--- src/design/sca_pkg.sv ---
// Shared types, character codes and helper functions of the servo ASCII command framer.
// No dependencies; every other file of the block imports this package.
`default_nettype none
package sca_pkg;

  localparam int unsigned ID_W    = 8;
  localparam int unsigned VAL_W   = 16;
  localparam int unsigned CONV_W  = 14;
  localparam int unsigned BCD_W   = 16;
  localparam int unsigned BYTE_W  = 8;
  localparam int unsigned IDX_W   = 4;

  localparam logic [VAL_W-1:0] PULSE_MIN = 16'd500;
  localparam logic [VAL_W-1:0] PULSE_MAX = 16'd2500;
  localparam logic [VAL_W-1:0] TIME_MAX  = 16'd9999;
  localparam logic [ID_W-1:0]  ID_REJECT = 8'd255;

  localparam logic ACT_MOVE = 1'b0;
  localparam logic ACT_READ = 1'b1;

  localparam logic [BYTE_W-1:0] CH_HASH = 8'h23;
  localparam logic [BYTE_W-1:0] CH_P    = 8'h50;
  localparam logic [BYTE_W-1:0] CH_T    = 8'h54;
  localparam logic [BYTE_W-1:0] CH_R    = 8'h52;
  localparam logic [BYTE_W-1:0] CH_A    = 8'h41;
  localparam logic [BYTE_W-1:0] CH_D    = 8'h44;
  localparam logic [BYTE_W-1:0] CH_BANG = 8'h21;
  localparam logic [BYTE_W-1:0] CH_ZERO = 8'h30;

  // Byte positions within a frame.
  localparam logic [IDX_W-1:0] POS_HASH = 4'd0;
  localparam logic [IDX_W-1:0] POS_ID2  = 4'd1;
  localparam logic [IDX_W-1:0] POS_ID1  = 4'd2;
  localparam logic [IDX_W-1:0] POS_ID0  = 4'd3;
  localparam logic [IDX_W-1:0] POS_P    = 4'd4;
  localparam logic [IDX_W-1:0] POS_5    = 4'd5;
  localparam logic [IDX_W-1:0] POS_6    = 4'd6;
  localparam logic [IDX_W-1:0] POS_7    = 4'd7;
  localparam logic [IDX_W-1:0] POS_8    = 4'd8;
  localparam logic [IDX_W-1:0] POS_T    = 4'd9;
  localparam logic [IDX_W-1:0] POS_10   = 4'd10;
  localparam logic [IDX_W-1:0] POS_11   = 4'd11;
  localparam logic [IDX_W-1:0] POS_12   = 4'd12;
  localparam logic [IDX_W-1:0] POS_13   = 4'd13;
  localparam logic [IDX_W-1:0] POS_14   = 4'd14;
  localparam logic [IDX_W-1:0] POS_READ_LAST = POS_8;
  localparam logic [IDX_W-1:0] POS_MOVE_LAST = POS_14;

  // Two conversion steps per cycle over the 14-bit operands.
  localparam int unsigned CONV_STEPS = CONV_W / 2;
  localparam int unsigned CNT_W      = $clog2(CONV_STEPS + 1);

  typedef struct packed {
    logic             action;
    logic [BCD_W-1:0] id_bcd;
    logic [BCD_W-1:0] pulse_bcd;
    logic [BCD_W-1:0] time_bcd;
  } frame_t;

  // One shift-and-add-three step of a binary to BCD conversion.
  function automatic logic [BCD_W-1:0] dd_step(input logic [BCD_W-1:0] bcd, input logic b);
    logic [BCD_W-1:0] adj;
    adj = bcd;
    for (int i = 0; i < BCD_W / 4; i++) begin
      if (adj[4*i +: 4] >= 4'd5) begin
        adj[4*i +: 4] = adj[4*i +: 4] + 4'd3;
      end
    end
    return {adj[BCD_W-2:0], b};
  endfunction

  function automatic logic [BYTE_W-1:0] digit_char(input logic [3:0] d);
    return CH_ZERO | {4'b0000, d};
  endfunction

endpackage
`default_nettype wire

--- src/design/sca_cmd_if.sv ---
// Command channel of the servo ASCII command framer: valid/ready plus the command fields.
// Depends on sca_pkg for field widths.
`default_nettype none
interface sca_cmd_if;
  import sca_pkg::*;
  logic             valid;
  logic             ready;
  logic             action;
  logic [ID_W-1:0]  servo_id;
  logic [VAL_W-1:0] pulse_width;
  logic [VAL_W-1:0] move_time;

  modport source (output valid, action, servo_id, pulse_width, move_time, input ready);
  modport sink   (input valid, action, servo_id, pulse_width, move_time, output ready);
endinterface
`default_nettype wire

--- src/design/sca_byte_if.sv ---
// Byte channel of the servo ASCII command framer: valid/ready, one frame byte and its end flag.
// Depends on sca_pkg for the byte width.
`default_nettype none
interface sca_byte_if;
  import sca_pkg::*;
  logic              valid;
  logic              ready;
  logic [BYTE_W-1:0] frame_byte;
  logic              frame_end;

  modport source (output valid, frame_byte, frame_end, input ready);
  modport sink   (input valid, frame_byte, frame_end, output ready);
endinterface
`default_nettype wire

--- src/design/sca_front.sv ---
// Front end: accepts commands, drops rejected ids, clamps and converts the fields to BCD.
// Depends on sca_pkg and sca_cmd_if; hands finished frames to sca_queue.
`default_nettype none
module sca_front (
  input  wire logic           clk,
  input  wire logic           rst,
  sca_cmd_if.sink             cmd,
  output sca_pkg::frame_t     push_frame,
  output logic                push,
  input  wire logic           q_full
);
  import sca_pkg::*;

  logic              busy;
  logic [CNT_W-1:0]  cnt;
  logic [CONV_W-1:0] id_sh, pulse_sh, time_sh;
  logic [BCD_W-1:0]  id_bcd, pulse_bcd, time_bcd;
  logic              action;
  logic              done;
  logic              take;
  logic [VAL_W-1:0]  pulse_cl, time_cl;

  assign done      = (cnt == CNT_W'(CONV_STEPS));
  assign push      = busy && done && !q_full;
  assign cmd.ready = !busy || push;
  assign take      = cmd.valid && cmd.ready;

  always_comb begin
    if (cmd.pulse_width < PULSE_MIN) begin
      pulse_cl = PULSE_MIN;
    end else if (cmd.pulse_width > PULSE_MAX) begin
      pulse_cl = PULSE_MAX;
    end else begin
      pulse_cl = cmd.pulse_width;
    end
    time_cl = (cmd.move_time > TIME_MAX) ? TIME_MAX : cmd.move_time;
  end

  assign push_frame = '{action: action, id_bcd: id_bcd, pulse_bcd: pulse_bcd,
                        time_bcd: time_bcd};

  always_ff @(posedge clk) begin
    if (rst) begin
      busy <= 1'b0;
      cnt  <= '0;
    end else if (take && cmd.servo_id != ID_REJECT) begin
      busy <= 1'b1;
      cnt  <= '0;
    end else if (take || push) begin
      busy <= 1'b0;
    end else if (busy && !done) begin
      cnt <= cnt + 1'b1;
    end
  end

  always_ff @(posedge clk) begin
    if (take) begin
      action    <= cmd.action;
      id_sh     <= {{(CONV_W-ID_W){1'b0}}, cmd.servo_id};
      pulse_sh  <= pulse_cl[CONV_W-1:0];
      time_sh   <= time_cl[CONV_W-1:0];
      id_bcd    <= '0;
      pulse_bcd <= '0;
      time_bcd  <= '0;
    end else if (busy && !done) begin
      id_bcd    <= dd_step(dd_step(id_bcd, id_sh[CONV_W-1]), id_sh[CONV_W-2]);
      pulse_bcd <= dd_step(dd_step(pulse_bcd, pulse_sh[CONV_W-1]), pulse_sh[CONV_W-2]);
      time_bcd  <= dd_step(dd_step(time_bcd, time_sh[CONV_W-1]), time_sh[CONV_W-2]);
      id_sh     <= {id_sh[CONV_W-3:0], 2'b00};
      pulse_sh  <= {pulse_sh[CONV_W-3:0], 2'b00};
      time_sh   <= {time_sh[CONV_W-3:0], 2'b00};
    end
  end

endmodule
`default_nettype wire

--- src/design/sca_queue.sv ---
// Two-entry queue of converted frames between the front end and the byte emitter.
// Depends on sca_pkg for the frame type.
`default_nettype none
module sca_queue (
  input  wire logic            clk,
  input  wire logic            rst,
  input  wire logic            push,
  input  wire sca_pkg::frame_t push_frame,
  output logic                 full,
  input  wire logic            pop,
  output logic                 q_valid,
  output sca_pkg::frame_t      head
);
  import sca_pkg::*;

  frame_t     slot [2];
  logic       wr_ptr, rd_ptr;
  logic [1:0] count;

  assign full    = (count == 2'd2);
  assign q_valid = (count != 2'd0);
  assign head    = slot[rd_ptr];

  always_ff @(posedge clk) begin
    if (rst) begin
      wr_ptr <= 1'b0;
      rd_ptr <= 1'b0;
      count  <= 2'd0;
    end else begin
      if (push) begin
        wr_ptr <= !wr_ptr;
      end
      if (pop) begin
        rd_ptr <= !rd_ptr;
      end
      if (push && !pop) begin
        count <= count + 2'd1;
      end else if (pop && !push) begin
        count <= count - 2'd1;
      end
    end
  end

  always_ff @(posedge clk) begin
    if (push) begin
      slot[wr_ptr] <= push_frame;
    end
  end

endmodule
`default_nettype wire

--- src/design/sca_back.sv ---
// Back end: walks a queued frame byte by byte into a registered output stage.
// Depends on sca_pkg and sca_byte_if; takes frames from sca_queue.
`default_nettype none
module sca_back (
  input  wire logic            clk,
  input  wire logic            rst,
  input  wire logic            q_valid,
  input  wire sca_pkg::frame_t head,
  output logic                 pop,
  sca_byte_if.source           frame
);
  import sca_pkg::*;

  frame_t            cur;
  logic              loaded;
  logic [IDX_W-1:0]  idx;
  logic              ovalid;
  logic [BYTE_W-1:0] obyte;
  logic              oend;
  logic              can_load;
  logic              last;
  logic [BYTE_W-1:0] byte_sel;

  assign can_load = !ovalid || frame.ready;
  assign last     = (cur.action == ACT_READ) ? (idx == POS_READ_LAST) : (idx == POS_MOVE_LAST);
  assign pop      = q_valid && (!loaded || (can_load && last));

  always_comb begin
    byte_sel = CH_BANG;
    unique case (idx)
      POS_HASH: byte_sel = CH_HASH;
      POS_ID2:  byte_sel = digit_char(cur.id_bcd[11:8]);
      POS_ID1:  byte_sel = digit_char(cur.id_bcd[7:4]);
      POS_ID0:  byte_sel = digit_char(cur.id_bcd[3:0]);
      POS_P:    byte_sel = CH_P;
      POS_5:    byte_sel = (cur.action == ACT_READ) ? CH_R : digit_char(cur.pulse_bcd[15:12]);
      POS_6:    byte_sel = (cur.action == ACT_READ) ? CH_A : digit_char(cur.pulse_bcd[11:8]);
      POS_7:    byte_sel = (cur.action == ACT_READ) ? CH_D : digit_char(cur.pulse_bcd[7:4]);
      POS_8:    byte_sel = (cur.action == ACT_READ) ? CH_BANG : digit_char(cur.pulse_bcd[3:0]);
      POS_T:    byte_sel = CH_T;
      POS_10:   byte_sel = digit_char(cur.time_bcd[15:12]);
      POS_11:   byte_sel = digit_char(cur.time_bcd[11:8]);
      POS_12:   byte_sel = digit_char(cur.time_bcd[7:4]);
      POS_13:   byte_sel = digit_char(cur.time_bcd[3:0]);
      default:  byte_sel = CH_BANG;
    endcase
  end

  always_ff @(posedge clk) begin
    if (rst) begin
      loaded <= 1'b0;
      ovalid <= 1'b0;
      idx    <= '0;
    end else begin
      if (loaded && can_load) begin
        ovalid <= 1'b1;
        if (last) begin
          loaded <= q_valid;
          idx    <= '0;
        end else begin
          idx <= idx + 1'b1;
        end
      end else begin
        if (can_load) begin
          ovalid <= 1'b0;
        end
        if (!loaded && q_valid) begin
          loaded <= 1'b1;
          idx    <= '0;
        end
      end
    end
  end

  always_ff @(posedge clk) begin
    if (pop) begin
      cur <= head;
    end
    if (loaded && can_load) begin
      obyte <= byte_sel;
      oend  <= last;
    end
  end

  assign frame.valid      = ovalid;
  assign frame.frame_byte = obyte;
  assign frame.frame_end  = oend;

endmodule
`default_nettype wire

--- src/design/servo_ascii_command_framer.sv ---
// Top level of the servo ASCII command framer: front end, frame queue and byte emitter.
// Depends on sca_pkg, sca_cmd_if, sca_byte_if, sca_front, sca_queue and sca_back.
//
// Usage. Commands arrive on the cmd channel (action, servo_id, pulse_width, move_time)
// and each accepted command transfer, bar those with servo_id 255, becomes an ASCII frame
// on the frame channel, one byte per transfer, with frame_end high on the closing '!'. A
// move command gives 15 bytes, "#iiiPppppTtttt!", with the pulse clamped to 500..2500
// and the time to 9999; a read command gives the 9 bytes "#iiiPRAD!". A servo_id of 255
// is accepted and dropped without any output.
// The front end registers the command and converts the three numbers to decimal two
// bits a cycle; the finished frame is then written into a two-entry queue once it has
// room, loaded from there into the emitter and passed on into the output register,
// which presents the first byte. Throughput is set by the byte emitter, which sends one
// byte per cycle when the receiver never stalls. The front end takes no new command
// while it is still converting the previous one, and keeps converting while earlier
// frames are still being sent.
// Reset (synchronous, active high) empties the queue and the output register and
// abandons any frame in flight. When the receiver holds ready low the output byte is
// held stable; the queue then fills and cmd.ready falls until room appears.
`default_nettype none
module servo_ascii_command_framer (
  input  wire logic clk,
  input  wire logic rst,
  sca_cmd_if.sink   cmd,
  sca_byte_if.source frame
);
  import sca_pkg::*;

  frame_t push_frame;
  frame_t head;
  logic   push;
  logic   q_full;
  logic   q_valid;
  logic   pop;

  // Front end: accept, clamp and convert to BCD.
  sca_front u_front (
    .clk        (clk),
    .rst        (rst),
    .cmd        (cmd),
    .push_frame (push_frame),
    .push       (push),
    .q_full     (q_full)
  );

  // Short queue so the converter and the emitter stall independently.
  sca_queue u_queue (
    .clk        (clk),
    .rst        (rst),
    .push       (push),
    .push_frame (push_frame),
    .full       (q_full),
    .pop        (pop),
    .q_valid    (q_valid),
    .head       (head)
  );

  // Back end: one byte per cycle into the registered output while the receiver is ready.
  sca_back u_back (
    .clk     (clk),
    .rst     (rst),
    .q_valid (q_valid),
    .head    (head),
    .pop     (pop),
    .frame   (frame)
  );

endmodule
`default_nettype wire
--- src/flat_wrapper.sv ---
// flat-port wrapper written by rule: the top's interface ports become plain ports
module servo_ascii_command_framer_flat import sca_pkg::*;
  (clk, rst, cmd_valid, cmd_action, cmd_servo_id, cmd_pulse_width, cmd_move_time, cmd_ready, frame_valid, frame_frame_byte, frame_frame_end, frame_ready);
  sca_cmd_if cmd_i ();
  sca_byte_if frame_i ();
  input  wire logic clk;
  input  wire logic rst;
  input wire logic [$bits(cmd_i.valid)-1:0] cmd_valid;
  input wire logic [$bits(cmd_i.action)-1:0] cmd_action;
  input wire logic [$bits(cmd_i.servo_id)-1:0] cmd_servo_id;
  input wire logic [$bits(cmd_i.pulse_width)-1:0] cmd_pulse_width;
  input wire logic [$bits(cmd_i.move_time)-1:0] cmd_move_time;
  output wire logic [$bits(cmd_i.ready)-1:0] cmd_ready;
  output wire logic [$bits(frame_i.valid)-1:0] frame_valid;
  output wire logic [$bits(frame_i.frame_byte)-1:0] frame_frame_byte;
  output wire logic [$bits(frame_i.frame_end)-1:0] frame_frame_end;
  input wire logic [$bits(frame_i.ready)-1:0] frame_ready;
  assign cmd_i.valid = cmd_valid;
  assign cmd_i.action = cmd_action;
  assign cmd_i.servo_id = cmd_servo_id;
  assign cmd_i.pulse_width = cmd_pulse_width;
  assign cmd_i.move_time = cmd_move_time;
  assign cmd_ready = cmd_i.ready;
  assign frame_valid = frame_i.valid;
  assign frame_frame_byte = frame_i.frame_byte;
  assign frame_frame_end = frame_i.frame_end;
  assign frame_i.ready = frame_ready;
  servo_ascii_command_framer u_core (.clk(clk), .rst(rst), .cmd(cmd_i), .frame(frame_i));
endmodule
--- config.mk ---
export PLATFORM = sky130hd
export DESIGN_NAME = servo_ascii_command_framer_flat
export DESIGN_NICKNAME = d
export VERILOG_FILES = /design/src/design/sca_pkg.sv /design/src/design/sca_cmd_if.sv /design/src/design/sca_byte_if.sv /design/src/design/sca_front.sv /design/src/design/sca_queue.sv /design/src/design/sca_back.sv /design/src/design/servo_ascii_command_framer.sv /design/src/flat_wrapper.sv
export SDC_FILE = /design/constraint.sdc
export NUM_CORES = 1
export LEC_CHECK = 0
export BUFFER_PORTS_ARGS = -buffer_cell sky130_fd_sc_hd__buf_2
export CELL_PAD_IN_SITES_DETAIL_PLACEMENT = 0
export CELL_PAD_IN_SITES_GLOBAL_PLACEMENT = 1
export CORE_ASPECT_RATIO = 0.5
export CORE_MARGIN = 3
export CORE_UTILIZATION = 54
export DETAILED_ROUTE_END_ITERATION = 6
export GPL_TIMING_DRIVEN = 0
export PLACE_DENSITY_LB_ADDON = 0.1
export SYNTH_ARGS = -nofsm -noshare
export SYNTH_HDL_FRONTEND = slang
export SYNTH_SLANG_ARGS = --single-unit
--- constraint.sdc ---
create_clock -name clk -period 10.8 [get_ports clk]
set_clock_uncertainty 0.2 [all_clocks]
set_input_delay 1.62 -clock clk [delete_from_list [all_inputs] [get_ports clk]]
set_output_delay 1.62 -clock clk [all_outputs]
set_load 0.02 [all_outputs]
# Yosys cells after proc, flatten, opt, wreduce, memory -nomap -nowiden
# Memories as Yosys holds them, arrays and structs flattened. A register that Yosys moved wholly into a read port is not among the register bits.
# Cells that the tools add are included.
# op_classes
add_sub_neg	28
n_reduce_logical	34
magnitude_cmp	27
bitwise	1
n_eq_ne	18
mux	77
# ops
cell	count
two-way mux 4 bit	39
two-way mux 14 bit	7
case mux 7 bit (14 select lines)	1
>= comparator 4 x 3 -> 1 bit, second input constant	24
adder 4 x 2 -> 4 bit, second input constant	18
two-way mux 3 bit	12
== test 4 bit, second input constant	7
two-way mux 7 bit	3
adder 3 x 2 -> 3 bit, second input constant	6
== test 4 x 3 -> 1 bit, second input constant	4
greater-than comparator 16 x 12 -> 1 bit, second input constant	1
greater-than comparator 16 x 14 -> 1 bit, second input constant	1
less-than comparator 16 x 9 -> 1 bit, second input constant	1
two-way mux 8 bit	2
nonzero test 2 bit	6
logical AND 1 bit	11
two-way mux 1 bit	10
logical NOT 1 bit	9
== test 4 x 2 -> 1 bit, second input constant	2
!= test 8 bit, second input constant	1
two-way mux 5 bit	1
adder 4 x 1 -> 4 bit, second input constant	1
== test 4 x 1 -> 1 bit, second input constant	1
logical NOT 4 bit	1
11 further kinds	16
# word_totals
word_cells	204
ramBits	98
mem_count	1
out_inout_bits	11
inputBits	45
register_bits	114
# memory_table
memory	depth	width	rd	rd_ports_with_merged_regs	wr	line_no	rtl
u_core.u_queue.slot	2	49	1	1	1	sca_queue.sv:16	frame_t slot [2];

# Longest topological paths before layout
# Gate-level depths: netlist (run 1).
# logic_depth
depth_word	8
depth_mapped	11

# By module
# Synthesis (run 1) repeated with hierarchy kept, for this count alone.
# hier_totals
hier_cells	1004
hier_area_um2	12074.1
# modules_own_cells
mod	cells_each	instances	area_per_inst_um2
sca_front	634	1	5751.8
sca_queue	174	1	3742.3
sca_back	196	1	2580.0

# Worst setup path after synthesis (run 1)
# Ideal clock, no wire load.
# synth_timing
path_type	input to register
from	in frame_ready
to	reg u_core.u_back.cur[0] (netlist name)
stages	5
arrival_time_ps	2959
required_time_ps	10199
path_buffers	0
setup_slack_ps	7240
cell_sequence	nand2b_1 o211ai_1 nand2_1 o21ai_0 inv_1
# synth_between
elab_chain_cells	4
# synth_rtl
element	line_no	rtl
start, declared	flat_wrapper.sv:17	input wire logic [$bits(frame_i.ready)-1:0] frame_ready;
logical OR 1 bit	sca_back.sv:24	assign can_load = !ovalid || frame.ready;
logical AND 1 bit	sca_back.sv:26	assign pop = q_valid && (!loaded || (can_load && last));
logical OR 1 bit	sca_back.sv:26	
logical AND 1 bit	sca_back.sv:26	
net u_core.pop	servo_ascii_command_framer.sv:34	logic pop;
# The timed path passes the listed nets, and every way through them passes these cells.
# A chain may end at the register's enable or synchronous reset.

# Worst setup path after layout (run 1)
# layout_timing
from	reg u_core.u_front.cnt[0]
to	out cmd_ready
# layout_between
elab_chain_cells	4
# layout_rtl
element	line_no	rtl
start, declared	sca_front.sv:15	logic [CNT_W-1:0] cnt;
start signal, assigned	sca_front.sv:52	cnt <= cnt + 1'b1;
== test 3 bit	sca_front.sv:23	assign done = (cnt == CNT_W'(CONV_STEPS));
logical AND 1 bit (2 in a row)	sca_front.sv:24	assign push = busy && done && !q_full;
logical OR 1 bit	sca_front.sv:25	assign cmd.ready = !busy || push;
end, declared	flat_wrapper.sv:13	output wire logic [$bits(cmd_i.ready)-1:0] cmd_ready;
# No other way between the ends.

==> metrics.md, run 1 <==
| Metric | Value |
|---|---|
| Startpoint class of the critical path | flip-flop |
| Ratio of total power to cell area | 250.2 nW/µm² |
| Site row count | 36 |
| # port buffers | 54 |
| Net count of the finished layout | 1112 |
| Sequential area share after synthesis | 59.51% |
| Die W | about 210 µm |
| Asr flop ratio synth | 0% |
| Worst hold stages | 0 |
| Count of nets left with antenna violations after detail routing | 0 |
| Most common cell on crit path | ha_1 |
| First-pass detailed-route iteration total | 5 |
| H-Tree Depth | 1 |
| Post-cts repair resize count | 0 |
| Synthesized netlist cell count | 950 |
| Avg Inst Size Synth | 11.83 µm² |
| Total Power Consumption | roughly 3.2 mW |
| Final critical path time including I/O delays and setup | 3511 ps |
| First-pass GRT wire length | 39.58 mm |
| Number of flip-flops and latches in the synthesized netlist | 244 |
| Final TNS setup | 0 ps |
| Critical Path Stages | 4 |
| Count of flip-flops with a built-in enable after synthesis | 180 |
| Leak Pwr | roughly 4.5 nW |
| Synth unique cells | 65 |
| Die Area | 22680 µm² |
| Clock latency on the worst-skew pair | about 520 ps |
| Number of buffer and inverter instances along the worst setup path | 1 |
| Upper clock frequency limit | between 0.2 and 0.3 GHz |
| Total number of yosys warnings | 0 |
| Number of max-cap violations | 0 |
| Slack of the critical path | 7289 ps |
| Fraction of final layout cells with drive strength greater than 1 | ~16% |
| Maximum number of buffers from clock root to sink | 3 |
| Number of clock sinks | 244 |
| Maximum number of pins on one net before global-route repair | between 40 and 50 |
| Count of final setup violators | 0 |
| Max FO, Critical Path | 5 |
| Remaining DRCs | 0 |
| Final instance count without filler cells | 1314 |
| Most area-hungry cell type in the Yosys netlist | edfxtp_1 |
| Critical-path cell list | ha_1 > ha_1 > a21bo_2 > buf_2 |
| TritonCTS clock tree | done |
| Detailed-route vias per instance | 5.849 |
| Vertical die dimension | 108 µm |
| Top delay family on crit path | adder cells |
| Hold-fix buffers at CTS | 0 |
| Number of failing hold endpoints at the final stage | 0 |
| Tightest Pin Transition | 869.7 ps |
| Violation count after the first detailed-route iteration | about 530 |
| Weighted congestion at the end of routability-driven global placement | 0.8692 |
| Endpoint required time on the critical path | 8980 ps |
| DR WL/cell | 19.00 µm |
| Area growth syn-to-layout | 13.34% |
| Core box area | about 20000 µm² |
| Area of all placed cells without fillers | around 13000 µm² |
| Placed Cells incl. Taps | 1274 |
| Largest voltage drop on the vdd net | 0.1150 mV |
| Ranking of synthesized cells by area | edfxtp_1 (48%), dfxtp_1 (11%), mux2_2 (5.7%) |
| Normalized max-slew margin | 41.88% |
| Tightest hold margin | between 200 and 250 ps |
| Slew Viols, Final | 0 |
| Number of antenna violations at the first check in global routing | 0 |
| Count of pins on the block boundary | 56 |
| Filler instances | 1584 |
| Cell type of the slowest stage on the worst timing path | dfxtp_1 |
| Delay of the slowest critical-path stage | about 320 ps |
| Outcome | finished, final reports clean |
| Postcts setup bufs | 0 |
| Placed inst area | 11950 µm² |
| Min-delay worst type | flip-flop to flip-flop |
| Remaining global-route overflow | 0 |
| Post-detail-place hpwl | 17.42 mm |
| Type of the worst setup path | flip-flop to output port |
| R2R depth | 9 |
| Placement-stage worst setup slack | 7093 ps |
| Vias in the first global route | 7419 |
| Total routing usage reported by global routing | 22.31% |
| Most used flip-flop cell after synthesis | edfxtp_1 |
| Antenna diode count | 0 |
| Final Core Density | 63.96% |
| Net Count, Synth | 1030 |
| Via total after detailed routing | 7685 |
| Starting density of the core | a little under three fifths |
| WP data arrival | approximately 1700 ps |
| CTS buffer count | 22 |
| Worst setup EP type | output port |
| Top-area cell type share of the netlist area | 48.11% |
| Final wirelength | 24.96 mm |
| CTS root buffer | clkbuf_16 |
| RSZ-0062 raised after global routing | no |
| Clock-pin slew on the worst setup and hold paths | approximately 70 ps |
| Cell Area, Synth | 11240 µm² |
| Period utilization | 32.51% |
==> final timing paths <==
kind	startpoint	endpoint	slack, ps
min reg2reg	u_core.u_front.action	u_core.u_queue.slot[1][48]	240
min	u_core.u_front.action	u_core.u_queue.slot[1][48]	240
max	u_core.u_front.cnt[0]	cmd_ready	7290
max reg2reg	u_core.u_back.idx[0]	u_core.u_queue.count[1]	7800
==> logic make-up (layout without fill, tap and decap cells) <==
kind of cell    after synthesis  after routing  share of synthesized area (%)
other cells                   1              1                        0.03338
buf+inv                      79            177                          2.673
fa+ha+maj                    35             35                          3.898
simple gates                274            274                          12.08
xor+xnor                     20             20                          1.559
flops                       244            244                          59.51
mux                          70             70                          6.982
compound gates              227            227                          13.26
==> state kept, by name (all words and copies together) (netlist names), 3 cells and up <==
register                        cells
u_core.u_back.cur                  45
u_core.u_back.frame.frame_byte      7
u_core.u_back.idx                   4
u_core.u_front.cnt                  3
u_core.u_front.id_bcd              12
u_core.u_front.id_sh               14
u_core.u_front.pulse_bcd           16
u_core.u_front.pulse_sh            14
u_core.u_front.time_bcd            16
u_core.u_front.time_sh             14
u_core.u_queue.slot                90
==> final cells by class <==
cell class / count / area, µm² / area share [%]
Clock buffer: 26 / 575.6 / 4.520
Tap cell: 266 / 332.8 / 2.613
Buffer: 40 / 153.9 / 1.208
Multi-Input combinational cell: 627 / 4264 / 33.48
Timing Repair Buffer: 58 / 365.4 / 2.869
Sequential cell: 244 / 6686 / 52.51
Inverter: 39 / 146.4 / 1.150
Clock inverter: 14 / 210.2 / 1.651
==> report_power, final <==
| part | switching [mW] | internal (mW) | leakage [nW] | total [mW] |
|---|---|---|---|---|
| Combinational | 0.567 | 0.390 | 1.94 | 0.957 |
| Clock | 0.350 | 0.504 | 0.382 | 0.853 |
| Sequential | 0.154 | 1.22 | 2.22 | 1.38 |
| Total | 1.07 | 2.12 | 4.54 | 3.19 |
==> placed cells by master, fill, tap and decap left out, types with 35 or more instances in the layout <==
cell type,netlist,final
inv_1,38,36
clkbuf_1,37,40
ha_1,35,35
mux2_2,57,57
buf_2,0,54
edfxtp_1,180,180
nor2_1,38,36
a21oi_1,53,53
o21ai_0,53,53
dfxtp_1,64,64
nand2_1,112,112
==> cell usage after synthesis, types with 17 or more instances <==
| cell | n |
|---|---|
| mux2_2 | 57 |
| nand2_1 | 112 |
| a21oi_1 | 53 |
| clkbuf_1 | 37 |
| edfxtp_1 | 180 |
| nand3_1 | 28 |
| o21ai_0 | 53 |
| ha_1 | 35 |
| inv_1 | 38 |
| nor3b_1 | 17 |
| nand2b_1 | 21 |
| nor2_1 | 38 |
| o211ai_1 | 17 |
| dfxtp_1 | 64 |
==> per-layer routing <==
metal	track usage, %	up-vias	part of all wire, %
li1	-	3716	-
met1	34.11	3692	50
met2	33.53	231	42
met3	3.420	46	6.2
met4	5.823	0	2.1
met5	0	-	0
No activity file was read; power rests on OpenSTA's default activity.
==> inputs of run 2 (changes only) <==
--- a/config.mk
+++ b/config.mk
@@ -10,7 +10,7 @@
 export CELL_PAD_IN_SITES_GLOBAL_PLACEMENT = 1
 export CORE_ASPECT_RATIO = 0.5
 export CORE_MARGIN = 3
-export CORE_UTILIZATION = 54
+export CORE_UTILIZATION = 50
 export DETAILED_ROUTE_END_ITERATION = 6
 export GPL_TIMING_DRIVEN = 0
 export PLACE_DENSITY_LB_ADDON = 0.1
==> constraint.sdc (replaced) <==
create_clock -name clk -period 3.25 [get_ports clk]
set_clock_uncertainty 0.2 [all_clocks]
set_input_delay 0.4875 -clock clk [delete_from_list [all_inputs] [get_ports clk]]
set_output_delay 0.4875 -clock clk [all_outputs]
set_load 0.02 [all_outputs]
==> run 2 against run 1 <==
Against the previous run:
- combinational power grew to 3.3 times the previous value
- sequential share of layout area is 0.53 points lower
- die area is 7.7% higher
- setup slack worse by 6800 ps
- count of clock-buffer cells in the layout is 2 higher
- sequential cell count stayed put
- design area is 1.0% higher
- critical path type is now flip-flop to flip-flop
- largest cell class unchanged
- highest routed layer unchanged
==> metrics.md, run 2 (same netlist as run 1, synthesis figures left out) <==
| Metric | Value |
|---|---|
| Outcome | finished, final reports clean (unchanged) |
| Layer with the highest usage | met1 (unchanged) |
| Largest registers in the final layout | u_core.u_queue.slot x90, u_core.u_back.cur x45 (unchanged) |
| Core box area | 21870 µm² (was 19910 µm²) |
| Min-delay worst type | primary input to flip-flop (was flip-flop to flip-flop) |
| Weighted congestion at the end of routability-driven global placement | 0.8550 (was 0.8692) |
| Most frequent cells in the layout | edfxtp_1 (180), nand2_1 (112), dfxtp_1 (64), mux2_2 (57), buf_2 (54) (unchanged) |
| H-Tree Depth | 1 (unchanged) |
| First-pass GRT wire length | 39.78 mm (was 39.58 mm) |
| CTS root buffer | clkbuf_16 (unchanged) |
| Number of buffer and inverter instances along the worst setup path | 1 (unchanged) |
| Filler instances | 1818 (was 1584) |
| # port buffers | 54 (unchanged) |
| Count of pins on the block boundary | 56 (unchanged) |
| GR Util met3 | 2.809% (was 3.420%) |
| Clock-pin slew on the worst setup and hold paths | 60 ps (was 70 ps) |
| Number of clock sinks | 244 (unchanged) |
| RSZ-0062 raised after global routing | no (unchanged) |
| Clock latency on the worst-skew pair | 510 ps (was 520 ps) |
| Switching part of the total | 32.94% (was 33.61%) |
| Count of nets left with antenna violations after detail routing | 0 (unchanged) |
| Sequential Power Share | 42.4% (was 43.2%) |
| Global routing met2 resource utilization | 30.31% (was 33.53%) |
| Total net switching power | 3.550 mW (was 1.071 mW) |
| Detailed-route vias per instance | 5.651 (was 5.849) |
| Via total after detailed routing | 7634 (was 7685) |
| Die Area | 24420 µm² (was 22680 µm²) |
| DR WL/cell | 18.56 µm (was 19.00 µm) |
| Register containing the most flip-flops in the final layout | u_core.u_queue.slot (unchanged) |
| Internal power component | 7.227 mW (was 2.115 mW) |
| Count of final setup violators | 0 (unchanged) |
| Die W | 218.0 µm (was 210.0 µm) |
| Top delay family on crit path | compound AO/OA/AOI/OAI gates (was adder cells) |
| Starting density of the core | 51.37% (was 56.44%) |
| Remaining global-route overflow | 0 (unchanged) |
| Ratio of total power to cell area | 837.7 nW/µm² (was 250.2 nW/µm²) |
| Met1 global-route usage | 33.09% (was 34.11%) |
| Commonest non-fill, non-tap cell in the layout | edfxtp_1 (unchanged) |
| Vias in the first global route | 7182 (was 7419) |
| Number of antenna violations at the first check in global routing | 1 (was 0) |
| Net count of the finished layout | 1114 (was 1112) |
| Antenna diode count | 0 (unchanged) |
| Worst setup EP type | flip-flop (was output port) |
| Setup slack of the worst register-to-register path | 460 ps (was 7800 ps) |
| Largest voltage drop on the vdd net | 0.3614 mV (was 0.1150 mV) |
| Type of the worst setup path | flip-flop to flip-flop (was flip-flop to output port) |
| Placed Cells incl. Taps | 1308 (was 1274) |
| Leak Pwr | 4.578 nW (was 4.540 nW) |
| Period utilization | 85.91% |
| Vertical die dimension | 112 µm (was 108 µm) |
| Slew Viols, Final | 0 (unchanged) |
| Violation count after the first detailed-route iteration | 701 (was 529) |
| Final wirelength | 25.07 mm (was 24.96 mm) |
| Final instance count without filler cells | 1351 (was 1314) |
| Sequential cell area in the final layout | 6686 µm² (unchanged) |
| Final critical path time including I/O delays and setup | approximately 2800 ps |
| Final TNS setup | 0 ps (unchanged) |
| Normalized max-slew margin | 42.07% (was 41.88%) |
| Part of the total power dissipated in combinational logic | 29.2% (was 30.0%) |
| Remaining DRCs | 0 (unchanged) |
| Number of max-cap violations | 0 (unchanged) |
| Tightest Pin Transition | 869.0 ps (was 869.7 ps) |
| Upper clock frequency limit | 0.3582 GHz |
| Delay of the slowest critical-path stage | 500 ps (was 320 ps) |
| Startpoint class of the critical path | flip-flop (unchanged) |
| TritonCTS clock tree | done (unchanged) |
| Cell type of the slowest stage on the worst timing path | dfxtp_1 (unchanged) |
| Max FO, Critical Path | 5 (unchanged) |
| Post-detail-place hpwl | 17.50 mm (was 17.42 mm) |
| Fraction of final layout cells with drive strength greater than 1 | 16.75% (was 16.41%) |
| Critical-path cell list | inv_1 > ha_1 > nand2b_1 > nor3b_1 > a21oi_1 > ha_1 > nor2b_1 > o31ai_1 > mux2_2 > o21ai_0 (was ha_1 > ha_1 > a21bo_2 > buf_2) |
| Clock Power Share | 28.4% (was 26.8%) |
| Maximum number of pins on one net before global-route repair | 46 (unchanged) |
| Most common cell on crit path | ha_1 (unchanged) |
| Endpoint required time on the critical path | 3480 ps (was 8980 ps) |
| CTS buffer count | 23 (was 22) |
| Multi-input combinational cell area | 4264 µm² (unchanged) |
| Total routing usage reported by global routing | 20.85% (was 22.31%) |
| WP data arrival | 3020 ps (was 1690 ps) |
| First-pass detailed-route iteration total | 5 (unchanged) |
| Site row count | 38 (was 36) |
| Max FFs per register | 90 (unchanged) |
| Number of failing hold endpoints at the final stage | 0 (unchanged) |
| Maximum number of buffers from clock root to sink | 3 (unchanged) |
| Area growth syn-to-layout | 14.50% (was 13.34%) |
==> run 2: cell count changes in the layout (fill, tap and decap cells not counted), sizes merged <==
cell | before | now
dlygate4sd3 | 0 | 1
clkinvlp | 1 | 2
clkinv | 8 | 5
inv | 39 | 41
clkbuf | 63 | 65
==> run 2: worst paths after layout <==
path	startpoint	cells past startpoint	end
setup reg to reg	u_core.u_front.time_bcd[9]	10	u_core.u_front.time_bcd[14]
setup / recovery	u_core.u_front.time_bcd[9]	10	u_core.u_front.time_bcd[14]
hold reg to reg	u_core.u_front.pulse_sh[12]	2	u_core.u_front.pulse_bcd[0]
hold / removal	cmd_servo_id[2]	3	u_core.u_front.id_sh[2]
==> run 2: metrics by stage <==
stage	hold slack, ps	power, mW	utilization [%]	setup slack (ps)	area, µm²
finish	65.60	10.78	58.82	458.0	12860
global route	65.23	11.41	58.82	149.9	12860
CTS	46.74	10.80	58.82	419.3	12860
detailed placement	228.4	7.746	54.76	445.4	11980
global placement	222.5	7.616	54.32	-1531	11880
floorplan	217.6	6.860	-	-142.9	11240
==> run 2: metal layers <==
layer / wire (µm) / vias to the layer above / share of wire (%)
met4: 464 / 0 / 1.9
met3: 1265 / 37 / 5.0
met1: 12850 / 3672 / 51
met5: 0 / - / 0
met2: 10490 / 201 / 42
li1: - / 3724 / -
==> run 2: cell type report <==
| type | instances | area share [%] |
|---|---|---|
| repair buffers | 59 | 2.801 |
| flip-flops and latches | 244 | 51.97 |
| multi-input cells | 627 | 33.15 |
| clock inverters | 14 | 1.644 |
| well taps | 300 | 2.918 |
| clock buffers | 28 | 5.184 |
| plain buffers | 40 | 1.196 |
| inverters | 39 | 1.138 |
==> run 2: repair_timing <==
item,4_1_cts,5_1_grt
hold buffers,1,0
endpoints found under the hold margin,1,0
setup buffers,0,0
gates resized for setup,0,0
==> run 2: power by group through the flow <==
| stage | sequential (mW) | clock, mW | combinational (mW) |
|---|---|---|---|
| 2_1_floorplan | 4.47 | 0 | 2.39 |
| 3_3_place_gp | 4.61 | 0 | 3.00 |
| 3_5_place_dp | 4.63 | 0 | 3.12 |
| 4_1_cts | 4.56 | 3.10 | 3.14 |
| 5_1_grt | 4.64 | 3.22 | 3.55 |
| 6_report | 4.57 | 3.06 | 3.15 |
==> run 2: worst register-to-register path: stages, from the launching register on <==
cell and delay, ps:
dfxtp_1 500, inv_1 140, ha_1 230, nand2b_1 100
nor3b_1 190, a21oi_1 110, ha_1 240, nor2b_1 130
o31ai_1 370, mux2_2 380, o21ai_0 130
